$ cat src/rtl/prau_pkg.sv
// ----------------------------------------------------------------------------
// prau_pkg: shared definitions for the pivot rotation unit
// Widths, fixed-point constants, the CORDIC arctangent table, the gain
// constant and the control types that travel along the pipeline.
// ----------------------------------------------------------------------------
package prau_pkg;

   // Default parameter values.
   localparam int COORD_WIDTH_DEF   = 32;
   localparam int CORDIC_STAGES_DEF = 16;

   // Fixed formats.
   localparam int GUARD_BITS  = 8;
   localparam int ANGLE_WIDTH = 16;
   localparam int ANGLE_SHIFT = 18;
   localparam int ANG_W       = 35;
   localparam int GAIN_W      = 30;
   localparam int GAIN_FRAC   = 30;

   // Pipeline depth outside the CORDIC cells.
   localparam int FRONT_LAT = 3;
   localparam int GAIN_LAT  = 4;

   // Angle constants in Q30.
   localparam logic signed [ANG_W-1:0] Q30_PI      = 35'sd3373259426;
   localparam logic signed [ANG_W-1:0] Q30_TWO_PI  = 35'sd6746518852;
   localparam logic signed [ANG_W-1:0] Q30_HALF_PI = 35'sd1686629713;
   localparam longint                  Q30_KINF    = 64'sd652032874;

   // Arctangent of 2^-i in Q30, truncated.
   localparam logic [ANG_W-1:0] ATAN_TABLE [32] = '{
      35'h3243F6A8, 35'h1DAC6705, 35'h0FADBAFC, 35'h07F56EA6,
      35'h03FEAB76, 35'h01FFD55B, 35'h00FFFAAA, 35'h007FFF55,
      35'h003FFFEA, 35'h001FFFFD, 35'h000FFFFF, 35'h0007FFFF,
      35'h0003FFFF, 35'h0001FFFF, 35'h0000FFFF, 35'h00007FFF,
      35'h00003FFF, 35'h00001FFF, 35'h00000FFF, 35'h000007FF,
      35'h000003FF, 35'h000001FF, 35'h000000FF, 35'h0000007F,
      35'h0000003F, 35'h0000001F, 35'h0000000F, 35'h00000008,
      35'h00000004, 35'h00000002, 35'h00000001, 35'h00000000
   };

   // Rotation axis codes.
   typedef enum logic [1:0] {
      AXIS_X    = 2'd0,
      AXIS_Y    = 2'd1,
      AXIS_Z    = 2'd2,
      AXIS_NONE = 2'd3
   } axis_type;

   // Control that travels beside each request.
   typedef struct packed {
      logic     valid;
      axis_type kind;
   } ctrl_type;

   // Gain compensation in Q30 for a given number of stages.
   function automatic logic [GAIN_W-1:0] gain_q30(input int stages);
      longint t;
      longint extra;
      int     sh;
      sh    = 2 * stages;
      t     = Q30_KINF * 2 / 3;
      extra = 0;
      if (sh < 40) begin
         extra = (t + (64'sd1 <<< (sh - 1))) >>> sh;
      end
      return GAIN_W'(Q30_KINF + extra);
   endfunction

endpackage

$ cat src/rtl/prau_cordic_cell.sv
// ----------------------------------------------------------------------------
// prau_cordic_cell: one CORDIC rotation stage
// Applies the micro-rotation of its stage index to the pair, updates the
// residual angle and hands everything to the next cell each cycle.
// ----------------------------------------------------------------------------
module prau_cordic_cell
   import prau_pkg::*;
#(
   parameter int DW    = 44,
   parameter int SW    = 96,
   parameter int STAGE = 0
) (
   input  logic                 clock,
   input  logic                 reset,
   input  ctrl_type             ctrl_i,
   input  logic signed [DW-1:0] a_i,
   input  logic signed [DW-1:0] b_i,
   input  logic signed [ANG_W-1:0] ang_i,
   input  logic [SW-1:0]        side_i,
   output ctrl_type             ctrl_o,
   output logic signed [DW-1:0] a_o,
   output logic signed [DW-1:0] b_o,
   output logic signed [ANG_W-1:0] ang_o,
   output logic [SW-1:0]        side_o
);

   localparam logic signed [ANG_W-1:0] ATAN_STEP = ATAN_TABLE[STAGE];

   ctrl_type                ctrl_ff;
   logic signed [DW-1:0]    a_ff, a_in;
   logic signed [DW-1:0]    b_ff, b_in;
   logic signed [ANG_W-1:0] ang_ff, ang_in;
   logic [SW-1:0]           side_ff;
   logic signed [DW-1:0]    a_sh, b_sh;

   // Micro-rotation: direction follows the sign of the residual angle.
   assign a_sh = a_i >>> STAGE;
   assign b_sh = b_i >>> STAGE;

   always_comb begin
      if (!ang_i[ANG_W-1]) begin
         a_in   = a_i - b_sh;
         b_in   = b_i + a_sh;
         ang_in = ang_i - ATAN_STEP;
      end else begin
         a_in   = a_i + b_sh;
         b_in   = b_i - a_sh;
         ang_in = ang_i + ATAN_STEP;
      end
   end

   // Control register.
   always_ff @(posedge clock) begin
      if (reset) begin
         ctrl_ff <= '0;
      end else begin
         ctrl_ff <= ctrl_i;
      end
   end

   // Payload registers.
   always_ff @(posedge clock) begin
      a_ff    <= a_in;
      b_ff    <= b_in;
      ang_ff  <= ang_in;
      side_ff <= side_i;
   end

   assign ctrl_o = ctrl_ff;
   assign a_o    = a_ff;
   assign b_o    = b_ff;
   assign ang_o  = ang_ff;
   assign side_o = side_ff;

endmodule

$ cat config.mk
export PLATFORM = sky130hd
export DESIGN_NAME = prau_cordic_cell
export DESIGN_NICKNAME = d
export VERILOG_FILES = /design/src/rtl/prau_pkg.sv /design/src/rtl/prau_cordic_cell.sv
export SDC_FILE = /design/constraint.sdc
export NUM_CORES = 1
export LEC_CHECK = 0
export BUFFER_PORTS_ARGS = -buffer_cell sky130_fd_sc_hd__buf_2
export CAP_MARGIN = 20
export CELL_PAD_IN_SITES_DETAIL_PLACEMENT = 0
export CELL_PAD_IN_SITES_GLOBAL_PLACEMENT = 1
export CORE_MARGIN = 1.5
export CORE_UTILIZATION = 38
export CTS_CLUSTER_SIZE = 20
export DETAILED_ROUTE_END_ITERATION = 12
export GPL_ROUTABILITY_DRIVEN = 0
export PLACE_DENSITY = 0.83
export SYNTH_ARGS = -nofsm -noshare
export SYNTH_HDL_FRONTEND = slang
export SYNTH_SLANG_ARGS = --single-unit
$ cat constraint.sdc
create_clock -name clock -period 4.2 [get_ports clock]
set_input_delay 0.42 -clock clock [delete_from_list [all_inputs] [get_ports clock]]
set_output_delay 0.42 -clock clock [all_outputs]
set_load 0.02 [all_outputs]
### Word-level counts from Yosys, hierarchy flattened

Index checks and enable logic that the tools add are counted.

| word-level totals | value |
|---|---|
| bits of input ports | 224 |
| word-level logic and storage cells | 14 |
| register bits | 222 |
| output and inout bits | 222 |

| operators by class | value |
|---|---|
| multiplexer cells | 3 |
| add/sub/neg operators | 5 |

Operators by type and width:

| cell | number |
|---|---|
| 2-to-1 mux 44 bit | 2 |
| subtractor 44 bit | 2 |
| adder 44 bit | 1 |
| adder 35 x 31 -> 35 bit, second input constant | 1 |
| 2-to-1 mux 35 bit | 1 |
| subtractor 35 x 31 -> 35 bit, second input constant | 1 |

### Logic depth before layout (Yosys ltp)

| logic depth | value |
|---|---|
| depth after elaboration | 2 |
| depth in mapped cells | 14 |
| gate-level depth less buffers | 12 |

### Worst setup path after synthesis

OpenSTA, ideal clock, no wires.

| path | value |
|---|---|
| path type | input-to-reg |
| from | input ang_i[34] |
| to | register ang_ff[34] (netlist: ang_o[34]) |
| buffers on the path | 3 |
| data arrival time | 3801 ps |
| stages on the path | 13 |
| library setup time | 70 ps |
| required time | 4130 ps |
| setup slack | 330 ps |
| cells stage by stage | clkbuf_1 inv_1 clkbuf_1 buf_1 ha_1 a21o_1 a21o_1 a211o_1 nor2b_1 or4_1 a41oi_1 o21ai_1 a21oi_1 |

| between the ends | value |
|---|---|
| word-level cells in the longest chain between the ends | 2 |
| elaborated cells between the ends (all ways) | 3 |
| classes of those cells | add/sub (2); mux (1) |

RTL lines:

| element | line | RTL |
|---|---|---|
| from (decl) | prau_cordic_cell.sv:18 | `input logic signed [ANG_W-1:0] ang_i,` |
| subtractor 35 x 31 -> 35 bit or adder 35 x 31 -> 35 bit (tied branches) | prau_cordic_cell.sv:44, prau_cordic_cell.sv:48 |  |
| 2-to-1 mux 35 bit (*) | prau_cordic_cell.sv:41 | `if (!ang_i[ANG_W-1]) begin` |
| net ang_in[34] | prau_cordic_cell.sv:32 | `logic signed [ANG_W-1:0] ang_ff, ang_in;` |
| to (signal assigned) | prau_cordic_cell.sv:65 | `ang_ff <= ang_in;` |
| to (decl) | prau_cordic_cell.sv:32 |  |

Mark *: on every way through the listed nets, which the timed path passes. The rest lies on a longest branch.
A chain may end at the register's enable or synchronous reset.

### Worst setup path after layout

| path | value |
|---|---|
| from | input a_i[0] |
| to | register a_ff[40] (netlist: a_o[40]) |

| between the ends | value |
|---|---|
| word-level cells in the longest chain between the ends | 2 |
| elaborated cells between the ends (all ways) | 3 |
| classes of those cells | add/sub (2); mux (1) |

RTL lines:

| element | line | RTL |
|---|---|---|
| from (decl) | prau_cordic_cell.sv:16 | `input logic signed [DW-1:0] a_i,` |
| subtractor 44 bit or adder 44 bit (tied branches) | prau_cordic_cell.sv:42, prau_cordic_cell.sv:46 |  |
| 2-to-1 mux 44 bit (*) | prau_cordic_cell.sv:41 |  |
| net a_in[40] | prau_cordic_cell.sv:30 | `logic signed [DW-1:0] a_ff, a_in;` |
| to (signal assigned) | prau_cordic_cell.sv:63 | `a_ff <= a_in;` |
| to (decl) | prau_cordic_cell.sv:30 |  |

Marks and branches as above.

==> results_dict.tcl <==
set metrics [dict create \
    chipWidth_um 195 \
    coreArea_sq_mm 0.0364 \
    drc_errors 0 \
    irDropWorstVdd_uv 264 \
    post_cts_resized 0 \
    syn_nets 2069 \
    worst_ep_required_time_ns 4.69 \
    dr.max_layer_used "met5" \
    met2WireLength_mm 25.8 \
    cts_buffer_depth 3 \
    slew_viol_final 0 \
    grt_first_pass_wirelength_mm 82.7 \
    io_buffers 445 \
    async_reset_ff_frac 0 \
    finalNetCount 2589 \
    initialDrtViolationCount 1142 \
    numClockSinks 221 \
    worst_path_largest_cell_delay_ns 0.67 \
    ys_seq_area_frac 0.316 \
    drt-pass1-iter-count 7 \
    fin_cells 2676 \
    initial_core_util 0.385 \
    dpl.cell_count 2529 \
    synthToLayoutAreaGrowth_pct 31.9 \
    critPathArrivalTime_ns 3.72 \
    clockRootBuffer "clkbuf_16" \
    rows 70 \
    detail-route-antenna-nets 0 \
    cts_tree "done" \
    crit_chain "buf_2, ha_1, inv_1, fa_1, nor2_1, o211ai_1, a2bb2oi_2, a211oi_1, o41ai_2, a21oi_1, a21o_1, o311ai_2, xnor2_1" \
    power_w 0.00732 \
    total_leakage_power_nw 8.87 \
    fmax_mhz 309 \
    synth_cell_types 86 \
    hold_viol 0 \
    cts_buffers 26 \
    grt_max_degree 48 \
    grt_pass1_vias 14100 \
    via_count 14600 \
    cts_setup_buffers 0 \
    grt_overflow_total 0 \
    dp_hpwl_mm 43.4 \
    p_per_area_mw_per_mm2 396 \
    worstPathMaxFanout 6 \
    syn-cell-area_sq_mm 0.0140 \
    period_share 0.771 \
    routed_via_density 5.44 \
    post_drt_wl_per_cell_um 20.8 \
    synth_edf_count 0 \
    post_synth.cell_area_avg_sq_um 8.40 \
    grt_setup_unrepaired "false" \
    hold_path_class "input port to flip-flop" \
    wl_mm 55.6 \
    cp_num_buf_inv 2 \
    clk_pin_slew_worst_paths_ns 0.06 \
    relSlewSlack 0.520 \
    fin_util 0.507 \
    htreeDepth 1 \
    setup_viol 0 \
    syn_inst 1667 \
    grt_util_all_layers 0.278 \
    worst_path_max_delay_cell "o41ai_2" \
    ios 446 \
    fp.dieArea_sq_mm 0.0380 \
    tns_ns 0 \
    drive_above_1_share 0.243 \
    ys.flop_type "dfxtp_1" \
    endpoint_kind "flip-flop" \
    status "finished clean" \
    synth-seq-cells 221 \
    fin_crit_ns 3.24 \
    tightest_slew_ns 0.713 \
    antenna_found_initial 6 \
    route.met3.wl_mm 4.10 \
    synth_warnings 0 \
    die_y_um 195 \
    cp-start-kind "input port" \
    critPathKind "input port to flip-flop" \
    crit_family "compound AO/OA/AOI/OAI gates" \
    wl_met1_mm 23.9 \
    max-cap-violations 0 \
]
## cell families after synthesis
kind of cell | count (synthesis) | share of synthesized area
adder cells (fa/ha/maj) | 178 | 0.161
flip-flops | 221 | 0.316
AO/OA/AOI/OAI | 534 | 0.244
AND/OR/NAND/NOR | 392 | 0.136
XOR/XNOR | 112 | 0.0700
multiplexers | 22 | 0.0157
buffers and inverters | 208 | 0.0569
## cell usage after synthesis, types with 5 or more instances
library cell | count | area [sq um]
dfxtp_1 | 221 | 4420
a21oi_1 | 192 | 961
ha_1 | 174 | 2180
inv_1 | 138 | 518
nor2_1 | 116 | 435
xnor2_1 | 93 | 815
nand2_1 | 92 | 345
o21ai_0 | 90 | 450
clkbuf_1 | 46 | 173
a21o_1 | 42 | 315
nor3_1 | 38 | 190
o21bai_1 | 37 | 278
nor2b_1 | 33 | 206
nand3_1 | 26 | 130
nand4_1 | 24 | 150
mux2i_1 | 22 | 220
xor2_1 | 19 | 166
a31oi_1 | 18 | 113
a211oi_1 | 17 | 128
o21a_1 | 17 | 128
o31ai_1 | 16 | 120
o21ai_1 | 14 | 70.1
buf_1 | 13 | 48.8
nor4_1 | 12 | 75.1
o211ai_1 | 12 | 90.1
nand2b_1 | 11 | 68.8
or3_1 | 10 | 62.6
a21boi_0 | 6 | 45.0
and2_1 | 5 | 31.3
and3_1 | 5 | 31.3
or2_2 | 5 | 31.3
## worst paths after layout
path	start	cells past startpoint	end	slack (ns)
setup / recovery	a_i[0]	13	a_o[40]	0.96
hold / removal	side_i[11]	1	side_o[11]	0.07
## layout make-up
cell class                 count  area [sq um]
fill                        3463         18000
multi-input combinational   1238          8790
sequential                   221          4420
timing repair buffer         557          3320
clock buffer                  33           717
tap                          468           586
inverter                     143           537
clock inverter                14           104
antenna                        2          5.00
## what timing repair did
item	in CTS	in global routing
setup endpoints to repair	0	0
hold endpoints to repair	98	0
hold buffers	98	0
## sequential cells by signal, indices dropped and copies added, names as in the netlist
signal  flops
ang_o      35
side_o     96
ctrl_o      3
b_o        44
a_o        43
## metrics by stage
stage,setup WS [ns],hold WS (ns),instance area (sq um)
final,0.963,0.0728,18500
after global placement,0.547,0.523,16700
after global routing,0.729,0.0622,18500
after CTS,0.985,0.0268,18500
after detailed placement,0.422,0.524,16700
after floorplan,0.330,0.448,14000
## placed cells by master (no fill, tap or decap), drive strengths merged, types with 13 or more instances in the layout
cell and n:
nand3 26, clkbuf 33, o21ai 105, xnor2 93, a211oi 17, nand4 24, inv 141, a21oi 193
nor2 117, a31oi 18, dlygate4sd3 98, ha 174, nor4 13, o31ai 17, o21a 17, buf 459
o21bai 37, xor2 19, clkinv 13, nand2 92, dfxtp 221, a21o 42, nor2b 33, mux2i 22
nor3 39
## per-layer routing
layer,vias up,global-route usage
li1,6880,-
met1,6881,0.361
met2,678,0.466
met3,104,0.0511
met4,8,0.0893
met5,-,0
## power by group
| group | total [W] | internal [W] | switching, W |
|---|---|---|---|
| combinational | 0.00257 | 0.000927 | 0.00164 |
| clock | 0.00222 | 0.00122 | 0.00100 |
| sequential | 0.00254 | 0.00242 | 0.000113 |
| total | 0.00732 | 0.00457 | 0.00275 |
(Power assumes the default switching activity.)
