==> src/rtl/prau_pkg.sv <==
// ----------------------------------------------------------------------------
// prau_pkg: shared definitions for the pivot rotation unit
// Widths, fixed-point constants, the CORDIC arctangent table, the gain
// constant and the control types that travel along the pipeline.
// ----------------------------------------------------------------------------
package prau_pkg;

   // Default parameter values.
   localparam int COORD_WIDTH_DEF   = 32;
   localparam int CORDIC_STAGES_DEF = 16;

   // Fixed formats.
   localparam int GUARD_BITS  = 8;
   localparam int ANGLE_WIDTH = 16;
   localparam int ANGLE_SHIFT = 18;
   localparam int ANG_W       = 35;
   localparam int GAIN_W      = 30;
   localparam int GAIN_FRAC   = 30;

   // Pipeline depth outside the CORDIC cells.
   localparam int FRONT_LAT = 3;
   localparam int GAIN_LAT  = 4;

   // Angle constants in Q30.
   localparam logic signed [ANG_W-1:0] Q30_PI      = 35'sd3373259426;
   localparam logic signed [ANG_W-1:0] Q30_TWO_PI  = 35'sd6746518852;
   localparam logic signed [ANG_W-1:0] Q30_HALF_PI = 35'sd1686629713;
   localparam longint                  Q30_KINF    = 64'sd652032874;

   // Arctangent of 2^-i in Q30, truncated.
   localparam logic [ANG_W-1:0] ATAN_TABLE [32] = '{
      35'h3243F6A8, 35'h1DAC6705, 35'h0FADBAFC, 35'h07F56EA6,
      35'h03FEAB76, 35'h01FFD55B, 35'h00FFFAAA, 35'h007FFF55,
      35'h003FFFEA, 35'h001FFFFD, 35'h000FFFFF, 35'h0007FFFF,
      35'h0003FFFF, 35'h0001FFFF, 35'h0000FFFF, 35'h00007FFF,
      35'h00003FFF, 35'h00001FFF, 35'h00000FFF, 35'h000007FF,
      35'h000003FF, 35'h000001FF, 35'h000000FF, 35'h0000007F,
      35'h0000003F, 35'h0000001F, 35'h0000000F, 35'h00000008,
      35'h00000004, 35'h00000002, 35'h00000001, 35'h00000000
   };

   // Rotation axis codes.
   typedef enum logic [1:0] {
      AXIS_X    = 2'd0,
      AXIS_Y    = 2'd1,
      AXIS_Z    = 2'd2,
      AXIS_NONE = 2'd3
   } axis_type;

   // Control that travels beside each request.
   typedef struct packed {
      logic     valid;
      axis_type kind;
   } ctrl_type;

   // Gain compensation in Q30 for a given number of stages.
   function automatic logic [GAIN_W-1:0] gain_q30(input int stages);
      longint t;
      longint extra;
      int     sh;
      sh    = 2 * stages;
      t     = Q30_KINF * 2 / 3;
      extra = 0;
      if (sh < 40) begin
         extra = (t + (64'sd1 <<< (sh - 1))) >>> sh;
      end
      return GAIN_W'(Q30_KINF + extra);
   endfunction

endpackage

==> src/rtl/prau_gain_unit.sv <==
// ----------------------------------------------------------------------------
// prau_gain_unit: gain compensation, rounding, pivot add and clamp
// Four-stage pipeline for one rotated coordinate: magnitude, split Q30
// products, signed sum, then guard-bit rounding, pivot add and saturation.
// ----------------------------------------------------------------------------
module prau_gain_unit
   import prau_pkg::*;
#(
   parameter int COORD_WIDTH   = COORD_WIDTH_DEF,
   parameter int CORDIC_STAGES = CORDIC_STAGES_DEF
) (
   input  logic                          clock,
   input  logic signed [COORD_WIDTH+GUARD_BITS+3:0] value_i,
   input  logic signed [COORD_WIDTH-1:0] pivot_i,
   output logic signed [COORD_WIDTH-1:0] result_o,
   output logic                          sat_o
);

   localparam int W  = COORD_WIDTH;
   localparam int DW = COORD_WIDTH + GUARD_BITS + 4;
   localparam int MW = (DW > GAIN_FRAC + 1) ? DW : GAIN_FRAC + 1;
   localparam int RW = MW + 2;
   localparam int PW = 2 * GAIN_FRAC;
   localparam logic [GAIN_W-1:0]       GAIN     = gain_q30(CORDIC_STAGES);
   localparam logic [PW-1:0]           HALF_Q30 = PW'(1) << (GAIN_FRAC - 1);
   localparam logic signed [RW-1:0]    HALF_LSB = RW'(2 ** (GUARD_BITS - 1));

   logic [DW-1:0]          abs_v;
   logic [MW-1:0]          mag_ff;
   logic                   sign1_ff, sign2_ff;
   logic signed [W-1:0]    pv1_ff, pv2_ff, pv3_ff;
   logic [MW-1:0]          prod_hi_ff, prod_hi_in;
   logic [PW-1:0]          prod_lo_ff, prod_lo_in;
   logic [MW-1:0]          rsum;
   logic signed [MW:0]     s_ff, s_in;
   logic signed [RW-1:0]   rnd, shifted, total;
   logic signed [RW-1:0]   lim_hi, lim_lo;
   logic signed [W-1:0]    result_ff, result_in;
   logic                   sat_ff, sat_in;

   // Stage 1: magnitude and sign.
   assign abs_v = value_i[DW-1] ? (~value_i + 1'b1) : value_i;

   always_ff @(posedge clock) begin
      mag_ff   <= MW'(abs_v);
      sign1_ff <= value_i[DW-1];
      pv1_ff   <= pivot_i;
   end

   // Stage 2: split products of the magnitude with the Q30 gain.
   assign prod_hi_in = MW'(mag_ff[MW-1:GAIN_FRAC]) * MW'(GAIN);
   assign prod_lo_in = PW'(mag_ff[GAIN_FRAC-1:0]) * PW'(GAIN);

   always_ff @(posedge clock) begin
      prod_hi_ff <= prod_hi_in;
      prod_lo_ff <= prod_lo_in;
      sign2_ff   <= sign1_ff;
      pv2_ff     <= pv1_ff;
   end

   // Stage 3: rounded magnitude, sign restored.
   assign rsum = prod_hi_ff + MW'((prod_lo_ff + HALF_Q30) >> GAIN_FRAC);
   assign s_in = sign2_ff ? -$signed({1'b0, rsum}) : $signed({1'b0, rsum});

   always_ff @(posedge clock) begin
      s_ff   <= s_in;
      pv3_ff <= pv2_ff;
   end

   // Stage 4: drop guard bits rounding half up, add the pivot, clamp.
   assign lim_hi  = RW'($signed({1'b0, {(W-1){1'b1}}}));
   assign lim_lo  = -lim_hi - RW'(1);
   assign rnd     = RW'(s_ff) + HALF_LSB;
   assign shifted = rnd >>> GUARD_BITS;
   assign total   = shifted + RW'(pv3_ff);

   always_comb begin
      if (total > lim_hi) begin
         result_in = lim_hi[W-1:0];
         sat_in    = 1'b1;
      end else if (total < lim_lo) begin
         result_in = lim_lo[W-1:0];
         sat_in    = 1'b1;
      end else begin
         result_in = total[W-1:0];
         sat_in    = 1'b0;
      end
   end

   always_ff @(posedge clock) begin
      result_ff <= result_in;
      sat_ff    <= sat_in;
   end

   assign result_o = result_ff;
   assign sat_o    = sat_ff;

endmodule

==> config.mk <==
export PLATFORM = sky130hd
export DESIGN_NAME = prau_gain_unit
export DESIGN_NICKNAME = d
export VERILOG_FILES = /design/src/rtl/prau_pkg.sv /design/src/rtl/prau_gain_unit.sv
export SDC_FILE = /design/constraint.sdc
export NUM_CORES = 2
export LEC_CHECK = 0
export BUFFER_PORTS_ARGS = -buffer_cell sky130_fd_sc_hd__buf_2
export CAP_MARGIN = 20
export CORE_AREA = 2 2 326 328
export DETAILED_ROUTE_END_ITERATION = 8
export DIE_AREA = 0 0 328 330
export HOLD_SLACK_MARGIN = 0.06
export PLACE_DENSITY_LB_ADDON = 0.25
export SLEW_MARGIN = 20
export SYNTH_ARGS = -nofsm -noshare
export SYNTH_HDL_FRONTEND = slang
export SYNTH_SLANG_ARGS = --single-unit
==> constraint.sdc <==
create_clock -name clock -period 8.1 [get_ports clock]
set_clock_uncertainty 0.15 [all_clocks]
set_input_delay 0.81 -clock clock [delete_from_list [all_inputs] [get_ports clock]]
set_output_delay 0.81 -clock clock [all_outputs]
set_load 0.03 [all_outputs]
; Word-level counts from Yosys, hierarchy flattened
; Cells that the tools add are included.
[word_totals]
romBits = 0
n_memories = 0
ff_bits = 322
inputBits = 77
out_inout_bits = 33
elab_cells = 28
ram_bits = 0
latchBits = 0
[op_classes]
div_mod_pow = 0
eq_ne = 0
addsub = 6
n_mul = 2
n_bitwise = 1
n_mux = 4
reduce_logical = 0
shift = 0
magnitude_cmp = 2
[ops]
columns = cell, n
row1 = $add A60 B30 Y60 const B, 1
row2 = $mul A30 B29 Y59 const B, 1
row3 = $add A45 B9 Y46 const B, 1
row4 = $neg A44 Y45, 1
row5 = $add A44 B1 Y44 const B, 1
row6 = $add A44 B30 Y44, 1
row7 = $mux W44, 1
row8 = $not A44 Y44, 1
row9 = $mul A14 B29 Y43 const B, 1
row10 = $mux W43, 1
row11 = $add A38 B32 Y39, 1
row12 = $gt A39 B32 Y1 const B, 1
row13 = $lt A39 B32 Y1 const B, 1
row14 = $mux W32, 1
row15 = $mux W1, 1

; Depth between registers and ports, before layout
[logic_depth]
word_depth = 4
ltp_mapped = 25
ltp_nobuf = 25

; Worst setup path after synthesis
; OpenSTA, ideal clock, no wires.
[synth_timing]
kind = flip-flop to flip-flop
startpoint = register mag_ff[6]
endpoint = register prod_lo_ff[54]
path_stages_with_launch = 26
slack_ns = 0.765
path_buffers = 0
required_ns = 7.823
setup_time_ns = 0.127
arrival_ns = 7.058
period_less_slack_ns = 7.335
cell_sequence = dfxtp_1 > inv_1 > fa_1 > fa_1 > inv_1 > fa_1 > inv_1 > fa_1 > inv_1 > fa_1 > fa_1 > fa_1 > inv_1 > fa_1 > inv_1 > ha_1 > o21a_1 > o21ai_0 > a21o_1 > a211oi_1 > a211o_1 > a21bo_2 > a221oi_1 > nor2b_1 > o21ai_0 > xor2_1
[synth_between]
elab_chain_cells = 1
[synth_rtl]
columns = item, line
row1 = "start, declared", prau_gain_unit.sv:29  ; logic [MW-1:0] mag_ff;
row2 = "start signal, assigned", prau_gain_unit.sv:45  ; mag_ff <= MW'(abs_v);
row3 = $mul A30 B29 Y59, prau_gain_unit.sv:52  ; assign prod_lo_in = PW'(mag_ff[GAIN_FRAC-1:0]) * PW'(GAIN);
row4 = named net prod_lo_in[54], prau_gain_unit.sv:33  ; logic [PW-1:0] prod_lo_ff, prod_lo_in;
row5 = "end signal, assigned", prau_gain_unit.sv:56  ; prod_lo_ff <= prod_lo_in;
row6 = "end, declared", prau_gain_unit.sv:33
; The timed path passes the listed nets, and every way through them passes these cells.
; A chain may end at the register's enable or synchronous reset.

; Worst setup path in the final report
[layout_timing]
startpoint = register mag_ff[11]
endpoint = register prod_lo_ff[54]
; The elaborated chain is that of the path after synthesis.

==> reports/metrics.yaml <==
route:
  postRouteAntennaNets: 0
  via_per_inst: 4.734
  vias: 24620
  wl_per_cell_um: 17.93
  wl_um: 93240
  drt_iter0_drc: 1156
  firstDrtPassIters: 5
  drc_errors: 0
finish:
  seqCellArea_mm2: 0.005749
  nets: 4985
  fill_cells: 10500
  fin_area_mm2: 0.03995
  antenna_cells: 0
  multi_input_area_mm2: 0.02743
  syn_to_final_growth_pct: 10.05
  drive_above_1_share_pct: 6.590
setup_path:
  rr_endpoint: "prod_lo_ff[54]"
  r2r_slack_ns: 0.34
  crit_fanout: 6
  path_class: "reg -> reg"
  cp.arrival_ns: 8.06
  r2r-start: "mag_ff[11]"
  r2r_cells: 23
  cp-start-kind: "flop"
  required_ns: 8.40
  end_kind: "flop"
sta:
  rsz0062_at_grt: "no"
  min_period_ns: 7.762
  min_period_over_period_pct: 95.82
  timing.max_slew.rel_slack_pct: 26.81
  fin_tns_setup_ns: 0
  fmax_ghz: 0.1288
  setup-violations-final: 0
  hold_viol_final: 0
  whs_ns: 0.1743
  finalMaxSlewViolations: 0
  tightest_slew_ns: 1.084
synth:
  synth-edff-count: 0
  synth_area_leaders: "fa_1, ha_1, dfxtp_1"
  synth_seq_area_share_pct: 15.83
  synthCells: 3640
  synth_most_common_cell: "inv_1"
  synth-seq-cells: 287
  yosys.area.top_type: "fa_1"
  yosysWarnings: 0
  synth_top_cell_area_share_pct: 31.87
  synth-main-ff-cell: "dfxtp_1"
  synth.avg_cell_area_um2: 9.974
  synth_common_cells: "inv_1, fa_1, ha_1"
  synthArstFlopShare_pct: 0
  yosysUniqueCellTypes: 83
  syn_area_mm2: 0.03630
  synth_nets: 4845
global_route:
  overflow: 0
  grt_max_degree: 46
  grt_pass1_vias: 25990
  antenna_found_initial: 0
  grt_pass1_wl_um: 146600
  grt_usage_pct: 17.55
clock_network:
  cts_tree: "done"
  h-tree-depth: 2
  root_buffer: "clkbuf_16"
  clkTransAtPathRegs_ns: 0.06
  clk_latency_ns: 0.59
  cts_sinks: 287
  cts_hold_buffers: 0
  cts_buffer_depth: 3
  cts_buffers: 37
place:
  place_area_mm2: 0.03862
  place_hpwl_um: 81900
  io_buffers: 109
  gp_congestion: 0.9220
floorplanning:
  die_area_mm2: 0.1082
  die_h_um: 330
  start_util_pct: 34.68
  io_pins: 110
  die_w_um: 328
  coreArea_mm2: 0.1047
  rows: 119
min_path:
  hold_path_end: "pv3_ff[29]"
  min_from: "pv2_ff[29]"
  hold_depth: 0
  hp-class: "reg -> reg"
run_status:
  status: "complete, no violations"
flow_run:
  maxCapViolations: 0
-- placed cells by master (no fill, tap or decap), types with 7 or more instances in the layout --
cell	n
nor4_1	11
o21bai_1	26
or4_1	8
a211o_1	7
o21ai_0	134
buf_2	109
ha_1	550
o21a_1	26
a221oi_1	7
xnor2_1	193
nor3_1	29
xor2_1	73
a211oi_1	22
or2_2	13
or3_1	20
and2_1	15
a21oi_1	131
o31ai_1	27
a31oi_1	20
nor2_1	117
nand4_1	34
fa_1	578
inv_1	782
dfxtp_1	284
nand3_1	63
clkbuf_16	38
nand2b_1	19
and3_1	45
o211ai_1	16
buf_4	34
nor2b_1	20
nand2_1	137
a21boi_0	7
a21o_1	73
-- final cells by class --
class,instances,area share [%]
Multi-Input combinational cell,2527,68.64
Sequential cell,287,14.39
Inverter,784,7.384
Tap cell,1391,4.356
Clock buffer,46,2.530
Timing Repair Buffer,143,2.004
Clock inverter,22,0.6921
-- worst max path at each step --
stage	from	endpoint	slack, ns	depth (start not counted)
floorplan	mag_ff[6]	prod_lo_ff[54]	0.77	25
global placement	mag_ff[10]	prod_lo_ff[54]	0.39	23
detailed placement	mag_ff[9]	prod_lo_ff[54]	0.28	24
CTS	mag_ff[9]	prod_lo_ff[54]	0.24	24
global route	mag_ff[10]	prod_lo_ff[54]	0.02	22
finish	mag_ff[11]	prod_lo_ff[54]	0.34	23
-- state kept, by name, summed over array words and instances (netlist names) --
| register | cells |
|---|---|
| sign2_ff | 1 |
| prod_hi_ff | 43 |
| pv2_ff | 32 |
| mag_ff | 44 |
| pv1_ff | 32 |
| result_o | 32 |
| sat_o | 1 |
| pv3_ff | 32 |
| s_ff | 38 |
| prod_lo_ff | 31 |
| sign1_ff | 1 |
-- logic make-up after synthesis --
kind of cell,count (synthesis),synth area share (%)
AND/OR/NAND/NOR,559,7.809
buffers and inverters,826,8.661
flip-flops,287,15.83
XOR/XNOR,266,6.417
multiplexers,3,0.08616
adder cells (fa/ha/maj),1128,50.83
AO/OA/AOI/OAI,571,10.37
-- critical path, cell delays in order (launching register included) --
cell,delay (ns)
dfxtp_1,0.57
inv_1,0.26
fa_1,0.51
fa_1,0.51
inv_1,0.05
fa_1,0.52
fa_1,0.45
fa_1,0.52
fa_1,0.52
fa_1,0.54
inv_1,0.05
fa_1,0.50
inv_1,0.05
ha_1,0.34
nor2b_1,0.14
o21ai_0,0.17
o2111ai_1,0.14
a211o_1,0.41
a21bo_2,0.27
a221oi_1,0.24
buf_4,0.18
nor2b_1,0.23
o21ai_0,0.14
xor2_1,0.15
-- per-stage QoR --
stage / util, % / std cells / setup WS (ns)
2_1_floorplan: - / 3640 / 0.7653
3_3_place_gp: 36.89 / 5127 / 0.3875
3_5_place_dp: 36.89 / 5127 / 0.2751
4_1_cts: 38.12 / 5195 / 0.2369
5_1_grt: 38.17 / 5200 / 0.02198
6_report: 38.17 / 5200 / 0.3384
-- layer usage --
layer / wire, um / global-route usage, % / vias up / share of wire (%)
met2: 41720 / 28.42 / 492 / 45
met1: 44340 / 24.04 / 11870 / 48
met3: 4931 / 3.465 / 110 / 5.3
met5: 0 / 0 / - / 0
li1: - / - / 12150 / -
met4: 2250 / 4.378 / 0 / 2.4
-- timing repair --
| action | in CTS | in global routing |
|---|---|---|
| setup endpoints to repair | 0 | 2 |
| gates resized for setup | 0 | 5 |
| setup buffers | 0 | 5 |
Power is left out: the tool's default activity adds up to more than one toggle a clock period on the data nets, which glitch-free logic cannot reach.
